## config.mk

```make
export PLATFORM = sky130hd
export DESIGN_NAME = nps_back
export DESIGN_NICKNAME = d
export VERILOG_FILES = /design/src/sv/nps_pkg.sv /design/src/sv/nps_back.sv
export SDC_FILE = /design/constraint.sdc
export NUM_CORES = 1
export LEC_CHECK = 0
export BUFFER_PORTS_ARGS = -buffer_cell sky130_fd_sc_hd__buf_2
export CORE_AREA = 3 3 388 390
export CTS_CLUSTER_DIAMETER = 200
export DETAILED_ROUTE_END_ITERATION = 8
export DIE_AREA = 0 0 391 393
export PLACE_DENSITY = 0.3
export SLEW_MARGIN = 20
export SYNTH_ARGS = -nofsm -noshare
export SYNTH_HDL_FRONTEND = slang
export SYNTH_SLANG_ARGS = --single-unit
export TNS_END_PERCENT = 30
```

## constraint.sdc

```tcl
create_clock -name clk_i -period 6.88 [get_ports clk_i]
set_clock_uncertainty 0.2 [all_clocks]
set_input_delay 0.344 -clock clk_i [delete_from_list [all_inputs] [get_ports clk_i]]
set_output_delay 0.344 -clock clk_i [all_outputs]
set_load 0.01 [all_outputs]
```

## src/sv/nps_pkg.sv

```systemverilog
// Shared types and constants of the nine-patch shadow layout block.
`default_nettype none

package nps_pkg;

  localparam int WIN_W  = 14;
  localparam int OFS_W  = 13;
  localparam int RAD_W  = 7;
  localparam int OPA_W  = 8;
  localparam int DST_W  = 16;
  localparam int SRC_W  = 25;
  localparam int SLEN_W = 24;
  localparam int IDX_W  = 5;
  localparam int CFG_W  = 7;

  localparam int NBANDS = 5;
  localparam int NCELLS = 25;
  localparam int NCAND  = 9;
  localparam int QDEPTH = 2;
  localparam int CNT_W  = 3;
  localparam int BIDX_W = 3;
  localparam int POS_W  = 17;

  localparam int DEF_MAX_BLUR  = 64;
  localparam int DEF_FRAC_BITS = 16;

  localparam logic [IDX_W-1:0] LAST_IDX = IDX_W'(NCELLS - 1);

  typedef logic signed [POS_W-1:0] pos_t;

  typedef enum logic [1:0] {
    CFG_SHADOW_ENABLE = 2'd0,
    CFG_BLUR_RADIUS   = 2'd1,
    CFG_DRAW_UNDER    = 2'd2
  } cfg_idx_e;

  // one band straight out of the axis cutter, middle quotients still pending
  typedef struct packed {
    logic signed [DST_W-1:0] dst;
    logic [WIN_W-1:0]        len;
    logic                    over;
    logic                    mid;
    logic [WIN_W-1:0]        num;
    logic [SRC_W-1:0]        csrc;
    logic [SLEN_W-1:0]       cslen;
  } cut_band_t;

  typedef struct packed {
    cut_band_t [NBANDS-1:0] band;
    logic [CNT_W-1:0]       n;
    logic [WIN_W-1:0]       div;
  } cut_t;

  typedef struct packed {
    logic signed [DST_W-1:0] dst;
    logic [WIN_W-1:0]        len;
    logic [SRC_W-1:0]        src;
    logic [SLEN_W-1:0]       slen;
    logic                    over;
  } band_t;

  typedef struct packed {
    band_t [NBANDS-1:0] col;
    band_t [NBANDS-1:0] row;
    logic [CNT_W-1:0]   nc;
    logic [CNT_W-1:0]   nr;
    logic [OPA_W-1:0]   opacity;
    logic               under;
  } job_t;

  typedef struct packed {
    logic [IDX_W-1:0]        index;
    logic                    live;
    logic signed [DST_W-1:0] dest_x;
    logic signed [DST_W-1:0] dest_y;
    logic [WIN_W-1:0]        dest_w;
    logic [WIN_W-1:0]        dest_h;
    logic [SRC_W-1:0]        source_x;
    logic [SRC_W-1:0]        source_y;
    logic [SLEN_W-1:0]       source_w;
    logic [SLEN_W-1:0]       source_h;
    logic [OPA_W-1:0]        opacity;
    logic                    last;
  } cell_t;

endpackage

`default_nettype wire

```

## src/sv/nps_back.sv

```systemverilog
// Back end: walks the band cross product and emits the 25 cell results.
`default_nettype none

module nps_back (
  input  logic          clk_i,
  input  logic          rst_ni,
  input  logic          head_valid_i,
  input  nps_pkg::job_t head_i,
  output logic          pop_o,
  output logic          out_valid_o,
  input  logic          out_ready_i,
  output nps_pkg::cell_t out_o
);

  logic [nps_pkg::BIDX_W-1:0] x_q, y_q;
  logic [nps_pkg::IDX_W-1:0]  idx_q;
  logic scan_done_q;
  logic out_valid_q;
  nps_pkg::cell_t out_q, out_d;

  logic can_load, active, in_scan, hide, x_end, y_end, emit;
  nps_pkg::band_t colb, rowb;

  assign can_load = !out_valid_q || out_ready_i;
  assign active   = head_valid_i && can_load;
  assign in_scan  = !scan_done_q && (head_i.nc != '0) && (head_i.nr != '0);
  assign colb     = head_i.col[x_q];
  assign rowb     = head_i.row[y_q];
  assign hide     = !head_i.under && colb.over && rowb.over;
  assign x_end    = x_q == head_i.nc - nps_pkg::CNT_W'(1);
  assign y_end    = y_q == head_i.nr - nps_pkg::CNT_W'(1);
  assign emit     = active && !(in_scan && hide);
  assign pop_o    = emit && (idx_q == nps_pkg::LAST_IDX);

  always_comb begin
    out_d       = '0;
    out_d.index = idx_q;
    out_d.last  = idx_q == nps_pkg::LAST_IDX;
    if (in_scan) begin
      out_d.live     = 1'b1;
      out_d.dest_x   = colb.dst;
      out_d.dest_y   = rowb.dst;
      out_d.dest_w   = colb.len;
      out_d.dest_h   = rowb.len;
      out_d.source_x = colb.src;
      out_d.source_y = rowb.src;
      out_d.source_w = colb.slen;
      out_d.source_h = rowb.slen;
      out_d.opacity  = head_i.opacity;
    end
  end

  always_ff @(posedge clk_i or negedge rst_ni) begin
    if (!rst_ni) begin
      x_q         <= '0;
      y_q         <= '0;
      idx_q       <= '0;
      scan_done_q <= 1'b0;
      out_valid_q <= 1'b0;
    end else begin
      if (can_load) out_valid_q <= emit;
      if (pop_o) begin
        x_q         <= '0;
        y_q         <= '0;
        idx_q       <= '0;
        scan_done_q <= 1'b0;
      end else if (active) begin
        if (emit) idx_q <= idx_q + nps_pkg::IDX_W'(1);
        if (in_scan) begin
          if (x_end) begin
            x_q <= '0;
            y_q <= y_q + nps_pkg::BIDX_W'(1);
            if (y_end) scan_done_q <= 1'b1;
          end else begin
            x_q <= x_q + nps_pkg::BIDX_W'(1);
          end
        end
      end
    end
  end

  always_ff @(posedge clk_i) begin
    if (can_load && emit) out_q <= out_d;
  end

  assign out_valid_o = out_valid_q;
  assign out_o       = out_q;

  a_scan_in_range: assert property (@(posedge clk_i) disable iff (!rst_ni)
    head_valid_i && in_scan |-> (x_q < head_i.nc) && (y_q < head_i.nr))
    else $error("band walk left the band table");

  a_pop_on_last: assert property (@(posedge clk_i) disable iff (!rst_ni)
    pop_o |=> out_valid_q && out_q.last && (out_q.index == nps_pkg::LAST_IDX))
    else $error("job released without its final cell");

  a_live_has_opacity: assert property (@(posedge clk_i) disable iff (!rst_ni)
    out_valid_q && out_q.live |-> (out_q.opacity != '0) && (out_q.dest_w != '0))
    else $error("live cell without opacity or width");

endmodule

`default_nettype wire

```

# Word-level counts from Yosys, hierarchy flattened
# Index checks and enable logic that the tools add are counted.
# op_classes
n_lt_le_gt_ge	2
add_sub_neg	5
multipliers	0
div	0
mux	21
n_eq_ne	3
n_reduce_logical	25
shift	0
bitwise_logic	0
# op_table
op	count
binary-select mux 80 bit (select 3 bit)	2
two-way mux 167 bit	1
two-way mux 80 bit	2
two-way mux 3 bit	8
two-way mux 5 bit	3
nonzero test 2 bit	5
logical AND 1 bit	9
< comparator 3 x 4 -> 1 bit (second input constant)	2
adder 3 x 1 -> 3 bit (second input constant)	2
equality test 3 bit	2
nonzero test 3 bit	2
subtractor 3 x 1 -> 3 bit (second input constant)	2
adder 5 x 1 -> 5 bit (second input constant)	1
equality test 5 bit (second input constant)	1
two-way mux 1 bit	5
zero test 1 bit	4
AND reduction 2 bit	2
AND reduction 4 bit	1
AND reduction 3 bit	1
logical OR 1 bit	1
# totals
n_memories	0
rom_bits	0
input_bits	819
mem_bits_rw	0
out_inout_bits	175
latchBits	0
ff_bits	186

# Logic depth before layout (Yosys ltp)
# depth
ltp_word	10
ltp_mapped	9
mapped_depth_nobuf	9

# Least setup slack after synthesis
# No wires, ideal clock.
# synth_path
path_kind	register -> register
from	register x_q[0] in the netlist's numbering
to	register out_q, in the netlist out_o[0] (enable)
required_ns	6.153
t_arrival_ns	4.779
n_path_buf	0
path_slack_ns	1.375
stages_incl_launch_ff	6
cell_sequence	dfrtp_1 mux4_2 a22oi_1 a2111o_1 nand2_1 inv_1
# synth_via
elab_chain_len	8
# synth_lines
item	line	source
from (decl)	nps_back.sv:15	logic [nps_pkg::BIDX_W-1:0] x_q, y_q;
from (signal assigned)	nps_back.sv:75	x_q <= x_q + nps_pkg::BIDX_W'(1);
binary-select mux 80 bit (select 3 bit)	nps_back.sv:27	assign colb = head_i.col[x_q];
two-way mux 80 bit (not written as such)	nps_back.sv:27	
logical AND 1 bit (2 in series)	nps_back.sv:29	assign hide = !head_i.under && colb.over && rowb.over;
logical AND 1 bit	nps_back.sv:32	assign emit = active && !(in_scan && hide);
zero test 1 bit	nps_back.sv:32	
logical AND 1 bit	nps_back.sv:32	
logical AND 1 bit	nps_back.sv:83	if (can_load && emit) out_q <= out_d;
to (signal assigned)	nps_back.sv:83	
to (decl)	nps_back.sv:19	nps_pkg::cell_t out_q, out_d;
# No other way between the ends. The select of a mux whose other input is x is not followed.
# A chain may end at the register's enable or synchronous reset.

# Final worst setup path
# layout_path
from	register x_q[0] in the netlist's numbering
to	register out_q, in the netlist out_o[50] (enable)
# The elaborated chain is that of the path after synthesis.

==> impl_metrics.ini <==
[synthesis]
yosys_warnings = 0
synth_ff_type = edfxtp_1
synth-seq-cells = 186
syn-instance-count = 851
ys_top_cells_by_count = edfxtp_1, nor2_1, a22oi_1
synth_edf_count = 173
yosysSeqAreaShare_pct = 46.3
yosysMostFrequentCell = edfxtp_1
synthDominantCellAreaShare_pct = 43.5
yosys.area.top_type = edfxtp_1
async_flop_share_pct = 6.99
ys_types = 44
synthTopCellsByArea = edfxtp_1, mux4_2, a22oi_1
syn_nets = 1678
syn_area_um2 = 11900
avgSynthCellArea_um2 = 14.0

[power]
total_power_mw = 6.27
comb_power_share_pct = 51.8
powerDensity_nw_per_um2 = 296
vdd.ir_drop.worst_uv = 240
leakage_nw = 8.65
switching_share_pct = 43.7
p_clk_share_pct = 16.9
seqPwrFrac_pct = 31.3
power.internal_mw = 3.53
p_switching_mw = 2.74

[clock_tree]
cts-root-buf = clkbuf_16
cts_buffers = 17
cts.clk_slew.worst_paths_ns = 0.08
cts_resized = 0
clk_latency_ns = 0.52
tritoncts = built
postCtsSetupBuffers = 0
cts_buffer_depth = 2
clock_sinks = 186
holdBufCountCts = 147
htreeDepth = 4

[routing]
num_vias = 13000
wirelength_um = 94600
ant_nets = 0
first_pass_iters = 5
viasPerCell = 3.35
post_drt_wl_per_cell_um = 24.4
drc_errors = 0
detail_route.iter0.violations = 700

[critical_path]
worstPathMaxFanout = 75
cp.required_ns = 6.85
arrival_ns = 4.19
critical_path_class = flop to flop
crit_path_end_kind = flop
startpoint_type = flop

[final_layout]
syn_to_final_growth_pct = 77.6
fin_util_pct = 14.4
fillers = 16800
final_area_um2 = 21200
drive_gt1_share_pct = 62.2
stdcell_count = 3884
nets = 2764

[floorplanning]
rows = 141
die_area_um2 = 154000
fp.dieH_um = 393
ios = 994
start_util_pct = 8.09
core-area_um2 = 147000
die_w_um = 391

[placement]
place_ws_ns = 2.57
dp.cells = 3701
place_area_um2 = 19200
post-dp-hpwl_um = 79100
gp_congestion = 0.799
portBuffers = 993

[timing]
fin_setup_tns_ns = 0
tightest_slew_ns = 0.884
relSlewSlack_pct = 41.1
hold_viol = 0
min_period_ns = 4.22
fmax_mhz = 237
period_share_pct = 61.4
timing.final.ws_setup_ns = 2.66
rsz0062_at_grt = no
holdWs_ns = 0.0625
final-setup-viol-count = 0
slew_violations = 0

[global_routing]
grt_max_degree = 99
overflow = 0
grt_first_pass_wirelength_um = 120000
antenna_found_initial = 38
grt_pass1_vias = 13700
track_usage_pct = 11.7

[status]
status = finished clean

[min_path]
hp-class = input port to flop

[run]
drv_cap = 0
critical path, stage by stage, from the launching register on:
cell and delay, ns:
dfrtp_4 0.88, mux4_2 0.66, a22oi_1 0.47, a2111o_1 0.36
nand2_1 0.23, inv_8 0.44, buf_4 0.50
cells in the final DEF (no fill, tap or decap), types with 3 or more instances in the layout:
| cell | synthesis | routed |
|---|---|---|
| buf_2 | 20 | 993 |
| edfxtp_1 | 173 | 173 |
| nor2_1 | 164 | 164 |
| a22oi_1 | 160 | 160 |
| mux4_2 | 159 | 159 |
| dlygate4sd3_1 | 0 | 147 |
| clkbuf_16 | 0 | 17 |
| buf_4 | 2 | 16 |
| inv_1 | 13 | 12 |
| and2_1 | 9 | 9 |
| dfrtp_1 | 13 | 9 |
| ha_1 | 8 | 8 |
| nand2_1 | 6 | 6 |
| nand3_1 | 6 | 6 |
| o21ai_0 | 6 | 6 |
| xnor2_1 | 5 | 5 |
| diode_2 | 0 | 4 |
| clkinv_1 | 0 | 4 |
| inv_6 | 0 | 4 |
| dfrtp_4 | 0 | 4 |
| mux2_2 | 3 | 3 |
| nor2b_1 | 3 | 3 |
| a22o_1 | 3 | 3 |
| clkinvlp_4 | 0 | 3 |
worst paths after layout:
kind,startpoint,end,slack (ns),cells past startpoint
max,x_q[0],out_o[50],2.66,6
min,head_i[783],out_o[105],0.06,3
max reg2reg,x_q[0],out_o[50],2.66,6
min reg2reg,scan_done_q,scan_done_q,0.31,1
max in group asynchronous,rst_ni,y_q[1],6.09,2
min in group asynchronous,rst_ni,out_valid_o,0.07,2
per-layer routing:
metal / vias to the layer above / GRT usage (%) / share of wire [%]
met4: 28 / 4.04 / 2.8
met3: 107 / 4.66 / 9.0
li1: 5689 / - / -
met2: 645 / 19.3 / 49
met5: - / 0 / 0.18
met1: 6528 / 13.7 / 39
sequential cells by signal, summed over array words and instances, names as in the netlist:
register	flops
idx_q	5
out_valid_o	1
scan_done_q	1
x_q	3
out_o	173
y_q	3
cells by family (layout without fill, tap and decap cells):
| family | after synthesis | in the layout | share of synthesized area, % |
|---|---|---|---|
| compound gates | 182 | 182 | 11.5 |
| xor+xnor | 6 | 6 | 0.440 |
| fa+ha+maj | 8 | 8 | 0.839 |
| buf+inv | 106 | 1205 | 3.61 |
| flops | 186 | 186 | 46.3 |
| mux | 163 | 163 | 30.4 |
| other cells | 0 | 4 | 0 |
| simple gates | 200 | 200 | 6.97 |
layout make-up:
class	count	area, µm²	share of cell area [%]
diodes	4	10.0	0.0472
clock buffers	18	429	2.03
multi-input cells	559	6010	28.4
repair buffers	1158	6600	31.2
well taps	1930	2410	11.4
flip-flops and latches	186	5540	26.1
inverters	15	68.8	0.325
clock inverters	14	119	0.561
power groups by stage:
| stage | combinational (mW) | clock, mW | sequential [mW] |
|---|---|---|---|
| after detailed placement | 3.31 | 0 | 2.00 |
| after CTS | 3.39 | 1.14 | 1.98 |
| after global placement | 3.31 | 0 | 2.00 |
| after floorplan | 1.81 | 0 | 1.91 |
| final | 3.25 | 1.06 | 1.96 |
| after global routing | 3.56 | 1.16 | 2.01 |
Note: power is estimated with default switching activity, not from simulation.
