--- config.mk ---
export PLATFORM = sky130hd
export DESIGN_NAME = nps_fifo
export DESIGN_NICKNAME = d
export VERILOG_FILES = /design/src/sv/nps_pkg.sv /design/src/sv/nps_fifo.sv
export SDC_FILE = /design/constraint.sdc
export NUM_CORES = 1
export LEC_CHECK = 0
export BUFFER_PORTS_ARGS = -buffer_cell sky130_fd_sc_hd__buf_2
export CAP_MARGIN = 0
export CORE_AREA = 8 8 630 632
export CTS_CLUSTER_DIAMETER = 80
export DETAILED_ROUTE_END_ITERATION = 8
export DIE_AREA = 0 0 638 640
export GPL_ROUTABILITY_DRIVEN = 0
export GPL_TIMING_DRIVEN = 0
export PLACE_DENSITY_LB_ADDON = 0.1
export SLEW_MARGIN = 5
export SYNTH_ARGS = -nofsm -noshare
export SYNTH_HDL_FRONTEND = slang
export SYNTH_SLANG_ARGS = --single-unit
--- constraint.sdc ---
create_clock -name clk_i -period 39.3 [get_ports clk_i]
set_input_delay 5.895 -clock clk_i [delete_from_list [all_inputs] [get_ports clk_i]]
set_output_delay 5.895 -clock clk_i [all_outputs]
set_load 0.005 [all_outputs]
--- src/sv/nps_pkg.sv ---
// Shared types and constants of the nine-patch shadow layout block.
`default_nettype none

package nps_pkg;

  localparam int WIN_W  = 14;
  localparam int OFS_W  = 13;
  localparam int RAD_W  = 7;
  localparam int OPA_W  = 8;
  localparam int DST_W  = 16;
  localparam int SRC_W  = 25;
  localparam int SLEN_W = 24;
  localparam int IDX_W  = 5;
  localparam int CFG_W  = 7;

  localparam int NBANDS = 5;
  localparam int NCELLS = 25;
  localparam int NCAND  = 9;
  localparam int QDEPTH = 2;
  localparam int CNT_W  = 3;
  localparam int BIDX_W = 3;
  localparam int POS_W  = 17;

  localparam int DEF_MAX_BLUR  = 64;
  localparam int DEF_FRAC_BITS = 16;

  localparam logic [IDX_W-1:0] LAST_IDX = IDX_W'(NCELLS - 1);

  typedef logic signed [POS_W-1:0] pos_t;

  typedef enum logic [1:0] {
    CFG_SHADOW_ENABLE = 2'd0,
    CFG_BLUR_RADIUS   = 2'd1,
    CFG_DRAW_UNDER    = 2'd2
  } cfg_idx_e;

  // one band straight out of the axis cutter, middle quotients still pending
  typedef struct packed {
    logic signed [DST_W-1:0] dst;
    logic [WIN_W-1:0]        len;
    logic                    over;
    logic                    mid;
    logic [WIN_W-1:0]        num;
    logic [SRC_W-1:0]        csrc;
    logic [SLEN_W-1:0]       cslen;
  } cut_band_t;

  typedef struct packed {
    cut_band_t [NBANDS-1:0] band;
    logic [CNT_W-1:0]       n;
    logic [WIN_W-1:0]       div;
  } cut_t;

  typedef struct packed {
    logic signed [DST_W-1:0] dst;
    logic [WIN_W-1:0]        len;
    logic [SRC_W-1:0]        src;
    logic [SLEN_W-1:0]       slen;
    logic                    over;
  } band_t;

  typedef struct packed {
    band_t [NBANDS-1:0] col;
    band_t [NBANDS-1:0] row;
    logic [CNT_W-1:0]   nc;
    logic [CNT_W-1:0]   nr;
    logic [OPA_W-1:0]   opacity;
    logic               under;
  } job_t;

  typedef struct packed {
    logic [IDX_W-1:0]        index;
    logic                    live;
    logic signed [DST_W-1:0] dest_x;
    logic signed [DST_W-1:0] dest_y;
    logic [WIN_W-1:0]        dest_w;
    logic [WIN_W-1:0]        dest_h;
    logic [SRC_W-1:0]        source_x;
    logic [SRC_W-1:0]        source_y;
    logic [SLEN_W-1:0]       source_w;
    logic [SLEN_W-1:0]       source_h;
    logic [OPA_W-1:0]        opacity;
    logic                    last;
  } cell_t;

endpackage

`default_nettype wire

--- src/sv/nps_fifo.sv ---
// Small job queue between the front end and the cell emitter.
`default_nettype none

module nps_fifo #(
  parameter int DEPTH = nps_pkg::QDEPTH
) (
  input  logic          clk_i,
  input  logic          rst_ni,
  input  logic          push_valid_i,
  output logic          push_ready_o,
  input  nps_pkg::job_t push_data_i,
  output logic          pop_valid_o,
  input  logic          pop_i,
  output nps_pkg::job_t pop_data_o
);

  localparam int PTR_W = (DEPTH > 1) ? $clog2(DEPTH) : 1;
  localparam int CNT_W = $clog2(DEPTH + 1);

  nps_pkg::job_t mem_q [DEPTH];
  logic [PTR_W-1:0] wr_q, rd_q;
  logic [CNT_W-1:0] cnt_q;
  logic do_push, do_pop;

  assign push_ready_o = cnt_q != CNT_W'(DEPTH);
  assign pop_valid_o  = cnt_q != '0;
  assign pop_data_o   = mem_q[rd_q];
  assign do_push      = push_valid_i && push_ready_o;
  assign do_pop       = pop_i && pop_valid_o;

  always_ff @(posedge clk_i or negedge rst_ni) begin
    if (!rst_ni) begin
      wr_q  <= '0;
      rd_q  <= '0;
      cnt_q <= '0;
    end else begin
      if (do_push) wr_q <= (wr_q == PTR_W'(DEPTH - 1)) ? '0 : wr_q + PTR_W'(1);
      if (do_pop)  rd_q <= (rd_q == PTR_W'(DEPTH - 1)) ? '0 : rd_q + PTR_W'(1);
      if (do_push && !do_pop)      cnt_q <= cnt_q + CNT_W'(1);
      else if (do_pop && !do_push) cnt_q <= cnt_q - CNT_W'(1);
    end
  end

  always_ff @(posedge clk_i) begin
    if (do_push) mem_q[wr_q] <= push_data_i;
  end

endmodule

`default_nettype wire

# After elaboration in Yosys (flattened, before gate mapping)

Memories as Yosys holds them, arrays and structs flattened.
Index checks and enable logic that the tools add are counted.

Flip-flop bits (word level): 4
Memory bits (writable): 1,630
Memories: 1
Logic and storage cells: 23
Output and inout bits: 817

Reductions and logical operators: 8
Add/subtract/negate cells: 4
Mux-type cells: 6
Equal/unequal tests: 1

Memories:

| name  | words | width | read ports | clocked after memory_dff | wr ports | line           | RTL |
|---|---|---|---|---|---|---|---|
| mem_q | 2     | 815   | 1          | 0                        | 1        | nps_fifo.sv:20 | `nps_pkg::job_t mem_q [DEPTH];` |

Operators with widths:

| cell                | count |
|---|---|
| $logic_and 1x1->1   | 4 |
| $mux 1              | 4 |
| $mux 2              | 2 |
| $reduce_bool 2->1   | 2 |
| $add 1x1->1 const B | 2 |
| $add 2x1->2 const B | 1 |
| $logic_not 1->1     | 2 |
| $ne 2x2->1 const B  | 1 |
| $sub 2x1->2 const B | 1 |

# Longest topological paths before layout

Gate-level depths: netlist of the first run.

Word-level depth: 6
Mapped depth: 7
Gate-level depth less buffers: 7

# Least setup slack after synthesis of the first run

Ideal clock, no wire load.

Path type: in2reg
Start point: in push_valid_i
End point: mem mem_q[0][0] (netlist bit), enable pin
Required time: 37.284 ns
Library setup time: 2.016 ns
Data arrival time: 39.671 ns
Path buffers: 0
Slack: -2.386 ns
Stages: 2
Path through: nand2_1 > nor2_1

Word-level cells in the longest chain between the ends: 3

RTL lines:

| what                         | line           | RTL |
|---|---|---|
| start, declared              | nps_fifo.sv:9  | `input logic push_valid_i,` |
| $logic_and 1x1->1            | nps_fifo.sv:28 | `assign do_push = push_valid_i && push_ready_o;` |
| $mux 1                       | nps_fifo.sv:45 | `if (do_push) mem_q[wr_q] <= push_data_i;` |
| $mux 1 (not written as such) | nps_fifo.sv:45 |  |
| end, declared                | nps_fifo.sv:20 |  |

Every way passes these cells.

==> key figures, run 1 <==
Critical path
  • Critical R2R Capture: mem_q[0][782]
  • Worst R2R Start: cnt_q[0]
  • Worst path buffer plus inverter count: 4
  • Worst path cell trace: buf_2 > buf_2 > buf_2 > mux2_2 > buf_2
  • CP max stage delay: 670 ps
  • Worst path slowest cell: buf_2
  • R2R setup slack: 35300 ps
  • CP top delay family: buffers and inverters
  • Cells on worst reg2reg path: 15
  • Worst Setup End Kind: output port
  • Worst Path Required: 33400 ps
  • Arrival @ worst endpoint: 3440 ps
  • Crit path max fanout: 10
  • Most frequent CP cell: buf_2
  • CP Launch Type: register
  • Kind of critical path: register to output port

Logic synthesis
  • Synth area leaders: edfxtp_1, mux2_2, mux2_4
  • Syn Area/Cell: 23.4 um2
  • Async S/R FF share, synth: 0.00245
  • Seq/Total Area, Yosys: 0.820
  • Post-synthesis register bit count: 1634
  • Mapped Area: about 0.06 mm2
  • Most frequent cell after synthesis: edfxtp_1
  • Number of synthesized flops with an enable pin: 1630
  • Top FF cell, synth: edfxtp_1
  • Unique cell type count in the Yosys netlist: 15
  • Post-synth top cells: edfxtp_1, mux2_2, mux2_4
  • Yosys warnings: 0
  • Share of the synthesized area in the top cell type: 0.818
  • Syn nets: 3374
  • Syn Inst Count: 2554
  • Yosys top cell by area: edfxtp_1

STA
  • RSZ-0062 raised after global routing: no
  • Clock period minus worst slack: 9340 ps
  • Tcrit/Tclk final: 0.238
  • Max Freq: 107 MHz
  • Final TNS setup: 0 ps
  • Clock skew: 62.2 ps
  • Relative slew slack: 0.516
  • # setup viols final: 0
  • Final Max Tran Viols: 0
  • Final hold violations: 0
  • Worst Max-Slew Pin Slew: 726 ps

Flow run
  • MaxCap Viol Count: 0

Outcome
  • Status: complete, no violations

Floorplanning
  • Die height: approximately 640 um
  • Core ar.: 0.387 mm2
  • Starting Density: 0.155
  • Std-Cell Rows: 229
  • Die X: ~640 um
  • Die area: between 0.4 and 0.5 mm2
  • Top Ports: approximately 1.6k

Placed design
  • DP HPWL: approximately 210 mm
  • Count of port buffers added during placement: 1635

Layout
  • Layout cells sized above 1: 0.621
  • Core Util, Final: 0.213
  • Synthesis-to-layout area growth: 37.8%
  • Fin nets: between 5k and 6k
  • Fillers: 41.0k

Pwr
  • Total power: about 0.0064 W
  • P_leak: 30.0 nW
  • NetSw: between 0.002 and 0.0025 W
  • Cell-internal power: 0.00432 W
  • Clk pwr share: 0.287
  • Pwr dens: 77.1 mW/mm2
  • Sw Share: 0.320
  • Gate power share: 0.328
  • Sequential power share: 0.384
  • Max VDD drop: 0.0335 mV

Routing
  • Final WL: 258 mm
  • Post-DRT Antenna Nets: 0
  • DRT iter0 DRCs: about 1.7k
  • Average wire per standard cell: between 20 and 30 um
  • Drt first pass iters: 5
  • Drc violations: 0
  • Vias per cell: 3.38
  • Via count: 33.3k

Global route
  • Largest net degree at the start of global routing: 50
  • Gr usage total: 0.120
  • Global route total overflow: 0
  • Vias in the first global route: 34.4k
  • Initial antenna violation count: 324
  • First-pass GRT wire length: 332 mm

Clock tree
  • Clk slew on worst S/H paths: 50 ps
  • PostCTS Resize Cnt: 0
  • H-tree depth: 4
  • Postcts setup bufs: 0
  • CTS max path bufs: 4
  • Clk Latency, worst-skew pair: roughly 870 ps
  • Hold_buf cts: 0
  • CTS tree: yes
  • CTS root buf: clkbuf_16
  • Cts bufs inserted: 210
  • # clock sinks: 1634

Worst hold path
  • Hold path cells: 1
  • Hold EP: cnt_q[1]
  • Hold Crit Class: register to register
  • Hold Crit Start: cnt_q[1]
-- cells in the final DEF (no fill, tap or decap) --
cell        count
buf_6          28
nor2_4          1
dfrtp_1         4
nor2_1          1
xor2_1          2
nand2b_1        1
clkinv_1       45
clkinv_2       15
xnor2_1         3
ha_1            1
buf_16         26
inv_6           6
clkinv_16       3
diode_2        31
clkinv_8        2
buf_12         36
nand2_1         2
clkinv_4        2
and3_4          1
edfxtp_1     1630
clkbuf_16     211
buf_2        1698
inv_1           1
mux2_4        240
inv_8           1
clkbuf_1       57
clkinvlp_4      2
inv_16          3
bufinv_16      13
or2_2           1
mux2_2        575
-- cell families (layout without fill, tap and decap cells) --
| kind of cell | Yosys count | count (layout) | share of synthesized area |
|---|---|---|---|
| xor+xnor | 5 | 5 | 0.000732 |
| other cells | 0 | 31 | 0 |
| simple gates | 7 | 7 | 0.000565 |
| flops | 1634 | 1634 | 0.820 |
| fa+ha+maj | 1 | 1 | 0.000209 |
| buf+inv | 92 | 2149 | 0.0106 |
| mux | 815 | 815 | 0.168 |
-- power groups by stage --
| stage | Clock (W) | Sequential [W] | Combinational, W |
|---|---|---|---|
| final | 0.00183 | 0.00244 | 0.00209 |
| after global routing | 0.00197 | 0.00248 | 0.00226 |
| after CTS | 0.00192 | 0.00245 | 0.00221 |
| after detailed placement | 0 | 0.00248 | 0.00221 |
| after global placement | 0 | 0.00328 | 0.00210 |
| after floorplan | 0 | 0.00286 | 0.000952 |
-- final cells by class --
cell class	instances	area, um2	share of cell area
inverter	1	3.75	0.0000455
buffer	91	631	0.00765
multi-input combinational	828	10200	0.123
clock buffer	268	5490	0.0666
tap	5197	6500	0.0788
sequential	1634	49000	0.595
timing repair buffer	1697	9620	0.117
clock inverter	92	913	0.0111
antenna	31	77.6	0.000941
-- how the worst max path moves through the flow --
stage | cells past startpoint | startpoint | endpoint | slack (ps)
after floorplan | 2 | push_valid_i | mem_q[0][0] | 11470
after global placement | 3 | push_valid_i | mem_q[0][778] | -9380
after detailed placement | 15 | push_valid_i | mem_q[0][778] | 29820
after CTS | 5 | rd_q | pop_data_o[230] | 29420
after global routing | 5 | rd_q | pop_data_o[230] | 29580
final | 5 | rd_q | pop_data_o[230] | 29960
-- registers in the layout, indices dropped and copies added (netlist names) --
register,count
cnt_q,2
mem_q,1630
rd_q,1
wr_q,1
-- metrics by stage --
step | instances | cell area, um2 | worst slack, ps | hold WS (ps)
4_1_cts | 9808 | 82400 | 29420 | 501
3_5_place_dp | 9448 | 76000 | 29820 | 490
2_1_floorplan | 2554 | 59900 | 11470 | 456
6_report | 9839 | 82500 | 29960 | 495
5_1_grt | 9813 | 82400 | 29580 | 527
3_3_place_gp | 9386 | 74500 | -9380 | 489
-- layer usage --
| metal | up-vias | track usage | share of wire |
|---|---|---|---|
| met2 | 1471 | 0.229 | 0.53 |
| met4 | 144 | 0.0237 | 0.030 |
| met1 | 16600 | 0.120 | 0.34 |
| li1 | 14200 | - | - |
| met5 | - | 0 | 0.0036 |
| met3 | 816 | 0.0526 | 0.095 |
(Power assumes the default switching activity.)
==> run 2, diff against run 1 <==
--- a/config.mk
+++ b/config.mk
@@ -5,12 +5,13 @@
 export SDC_FILE = /design/constraint.sdc
 export NUM_CORES = 1
 export LEC_CHECK = 0
+export ABC_AREA = 1
 export BUFFER_PORTS_ARGS = -buffer_cell sky130_fd_sc_hd__buf_2
 export CAP_MARGIN = 0
-export CORE_AREA = 8 8 630 632
+export CORE_AREA = 8 8 628 630
 export CTS_CLUSTER_DIAMETER = 80
 export DETAILED_ROUTE_END_ITERATION = 8
-export DIE_AREA = 0 0 638 640
+export DIE_AREA = 0 0 636 638
 export GPL_ROUTABILITY_DRIVEN = 0
 export GPL_TIMING_DRIVEN = 0
 export PLACE_DENSITY_LB_ADDON = 0.1
==> constraint.sdc (replaced) <==
create_clock -name clk_i -period 9.1 [get_ports clk_i]
set_input_delay 1.365 -clock clk_i [delete_from_list [all_inputs] [get_ports clk_i]]
set_output_delay 1.365 -clock clk_i [all_outputs]
set_load 0.005 [all_outputs]
==> run 2 against run 1 <==
  * Synthesized cell count grew 68%
  * Clock skew grew 21 ps
  * First-iteration DRC count grew 32%
  * Non-clock buffer count grew 109
  * Clock power grew to 4.4 times the previous value
  * Via count grew 22%
  * Flip-flop and latch count is the same
==> key figures, run 2 <==
Outcome
  • Status: complete, no violations

Clock tree
  • CTS max path bufs: 4 (unchanged)
  • Clk slew on worst S/H paths: 50 ps (about the same)
  • CTS root buf: clkbuf_16
  • Clk Latency, worst-skew pair: 900 ps (+30 ps)
  • Cts bufs inserted: 215 (+2.4%)
  • # clock sinks: 1634 (unchanged)
  • CTS tree: yes
  • PostCTS Resize Cnt: 0 (unchanged)
  • Hold_buf cts: 0 (unchanged)
  • H-tree depth: 4 (unchanged)
  • Postcts setup bufs: 0 (unchanged)

Layout
  • Fillers: 41.4k (+0.90%)
  • Synthesis-to-layout area growth: 38.6%
  • Biggest regs: mem_q: 1630 flops, cnt_q: 2 flops
  • Design area: 0.0823 mm2 (-0.17%)
  • Layout cells sized above 1: 0.338 (-0.283)
  • Largest register by flop count: mem_q
  • Max reg flops: 1630 (unchanged)
  • Most common cell after layout, fill and taps aside: nand2_1
  • Most frequent cells in the layout: nand2_1, buf_2, edfxtp_1, clkbuf_16, buf_12
  • Fin nets: 7038 (+33%)

Global route
  • Busiest grt layer: met2
  • Met1 usage: 0.139 (+0.0183)
  • Met2 Resource Use GR: 0.277 (+0.0487)
  • Initial antenna violation count: 346 (+6.8%)
  • First-pass GRT wire length: 393 mm (+18%)
  • GRT met3 Usage: 0.0692 (+0.0165)
  • Largest net degree at the start of global routing: 26 (-48%)
  • Gr usage total: 0.143 (+0.0233)
  • Vias in the first global route: 39.8k (+16%)
  • Global route total overflow: 0 (unchanged)

Logic synthesis
  • Main combinational cell family by area after synthesis: simple AND/OR/NAND/NOR gates
  • Synth area leaders: edfxtp_1, nand2_1, buf_2
  • Yosys warnings: 0 (unchanged)
  • Share of the synthesized area in the top cell type: 0.824 (+0.00644)
  • Syn Inst Count: 4285 (+68%)
  • Mux share of post-synthesis cell area: 0 (-0.168)
  • Yosys top cell by area: edfxtp_1
  • Syn nets: 5105 (+51%)
  • Number of synthesized flops with an enable pin: 1630 (unchanged)
  • Seq/Total Area, Yosys: 0.826 (+0.00646)
  • Top FF cell, synth: edfxtp_1
  • Post-Synth Simple-Gate Area: 0.156 (+0.155)
  • Post-Synth Adder-Cell Area: 0.000211 (+0.00000165)
  • Post-synthesis register bit count: 1634 (unchanged)
  • Post-synthesis compound-gate area fraction: 0 (unchanged)
  • Most frequent cell after synthesis: nand2_1
  • Syn Area/Cell: 13.9 um2 (-41%)
  • Mapped Area: 0.0594 mm2 (-0.78%)
  • Async S/R FF share, synth: 0.00245 (unchanged)
  • Area share of xor/xnor cells in the synthesized design: 0.000295 (-0.000437)
  • Post-synth top cells: nand2_1, edfxtp_1, buf_2
  • Unique cell type count in the Yosys netlist: 17 (+2)

Floorplanning
  • Core ar.: 0.384 mm2 (-0.73%)
  • Die area: 0.406 mm2 (-0.63%)
  • Top Ports: 1636 (unchanged)
  • Std-Cell Rows: 228 (-0.44%)
  • Die X: 636 um (-0.31%)
  • Die height: 638 um (-0.31%)
  • Starting Density: 0.155 (about the same)

STA
  • Final hold violations: 0 (unchanged)
  • Hold_ws: 348 ps (-147 ps)
  • Relative slew slack: 0.310 (-0.207)
  • Clock period minus worst slack: about 4700 ps
  • RSZ-0062 raised after global routing: no
  • Final Max Tran Viols: 0 (unchanged)
  • Max Freq: 212 MHz
  • # setup viols final: 0 (unchanged)
  • Clock skew: 83.1 ps (+20.9 ps)
  • Tcrit/Tclk final: 0.518
  • Worst Max-Slew Pin Slew: 1040 ps (+310 ps)

Routing
  • Via count: 40.6k (+22%)
  • Post-DRT Antenna Nets: 0 (unchanged)
  • Drc violations: 0 (unchanged)
  • Drt first pass iters: 5 (unchanged)
  • Average wire per standard cell: 26.6 um (+1.3%)
  • Vias per cell: 3.53 (+4.4%)
  • Final WL: 306 mm (+18%)
  • DRT iter0 DRCs: 2221 (+32%)

Critical path
  • Worst Setup End Kind: output port
  • CP Launch Type: register
  • Kind of critical path: register to output port
  • Arrival @ worst endpoint: 3350 ps (-90 ps)
  • Crit path max fanout: 10 (unchanged)
  • Worst Path Required: 7740 ps (-25660 ps)
  • Worst path slowest cell: clkbuf_1
  • Worst path cell trace: buf_4 > buf_4 > clkbuf_1 > nand2_1 > nand2_1 > buf_2
  • CP max stage delay: 810 ps (+140 ps)

Pwr
  • P_leak: 33.7 nW (+12%)
  • Max VDD drop: 0.173 mV (+420%)
  • Pwr dens: 346 mW/mm2 (+350%)
  • Total power: 0.0285 W (+350%)

Placed design
  • Count of port buffers added during placement: 1635 (unchanged)
  • DP HPWL: 246 mm (+19%)
  • Area after DPL: 0.0757 mm2 (-0.40%)

Worst hold path
  • Hold Crit Class: input port to asynchronous set/reset pin

Flow run
  • MaxCap Viol Count: 0 (unchanged)
-- run 2: changes by cell type after synthesis, sizes merged --
cell / delta
nand2: +2453
mux2: -815
buf: +76
clkbuf: +14
inv: +6
nand3: +2
xnor2: -2
and3: -1
nand2b: -1
nand4: +1
or2: -1
xor2: -1
-- run 2: where the power goes --
part	leakage (nW)	switching, W	internal, W
clock network	3.15	0.00341	0.00456
registers	15.2	0.000324	0.0102
logic	15.3	0.00697	0.00300
total	33.7	0.0107	0.0178
-- run 2: metal layers --
layer  vias to the layer above  wire length [um]
li1                      18500                 -
met1                     19400            102000
met2                      1658            164000
met3                       793             31400
met4                       146              7250
met5                         -               940
-- run 2: area by class of cell --
| class | instances | area [um2] | share of cell area |
|---|---|---|---|
| antenna | 59 | 148 | 0.00179 |
| buffer | 181 | 1040 | 0.0126 |
| clock buffer | 260 | 5610 | 0.0682 |
| clock inverter | 114 | 882 | 0.0107 |
| inverter | 7 | 26.3 | 0.000319 |
| multi-input combinational | 2463 | 9300 | 0.113 |
| sequential | 1634 | 49000 | 0.596 |
| tap | 5060 | 6330 | 0.0769 |
| timing repair buffer | 1716 | 9940 | 0.121 |
-- run 2: worst paths after layout --
path | startpoint | endpoint | slack [ps] | depth (start not counted)
min reg2reg | cnt_q[0] | cnt_q[0] | 490 | 1
max | rd_q | pop_data_o[19] | 4390 | 6
min | rst_ni | wr_q | 350 | 1
max reg2reg | cnt_q[0] | mem_q[1][186] | 5460 | 14
min in group clk_i | cnt_q[0] | cnt_q[0] | 490 | 1
max in group asynchronous | rst_ni | cnt_q[1] | 8610 | 1
-- run 2: metrics by stage --
stage	cells	TNS (ps)	utilization	setup WS, ps
6_report	11500	0	0.214	4390
5_1_grt	11400	0	0.214	3910
4_1_cts	11400	0	0.214	3730
3_5_place_dp	11100	0	0.197	4470
3_3_place_gp	11000	-	0.192	-16910
2_1_floorplan	4285	-7836390	-	-4810
-- run 2: cells by family after synthesis --
| logic type | count (synthesis) |
|---|---|
| xor+xnor | 2 |
| fa+ha+maj | 1 |
| simple gates | 2460 |
| flops | 1634 |
| buf+inv | 188 |
-- run 2: critical path, delay by kind of cell, from the launching register on --
family | cells | cell delay, ps
flops | 1 | 310
buf+inv | 4 | 1650
simple gates | 2 | 480
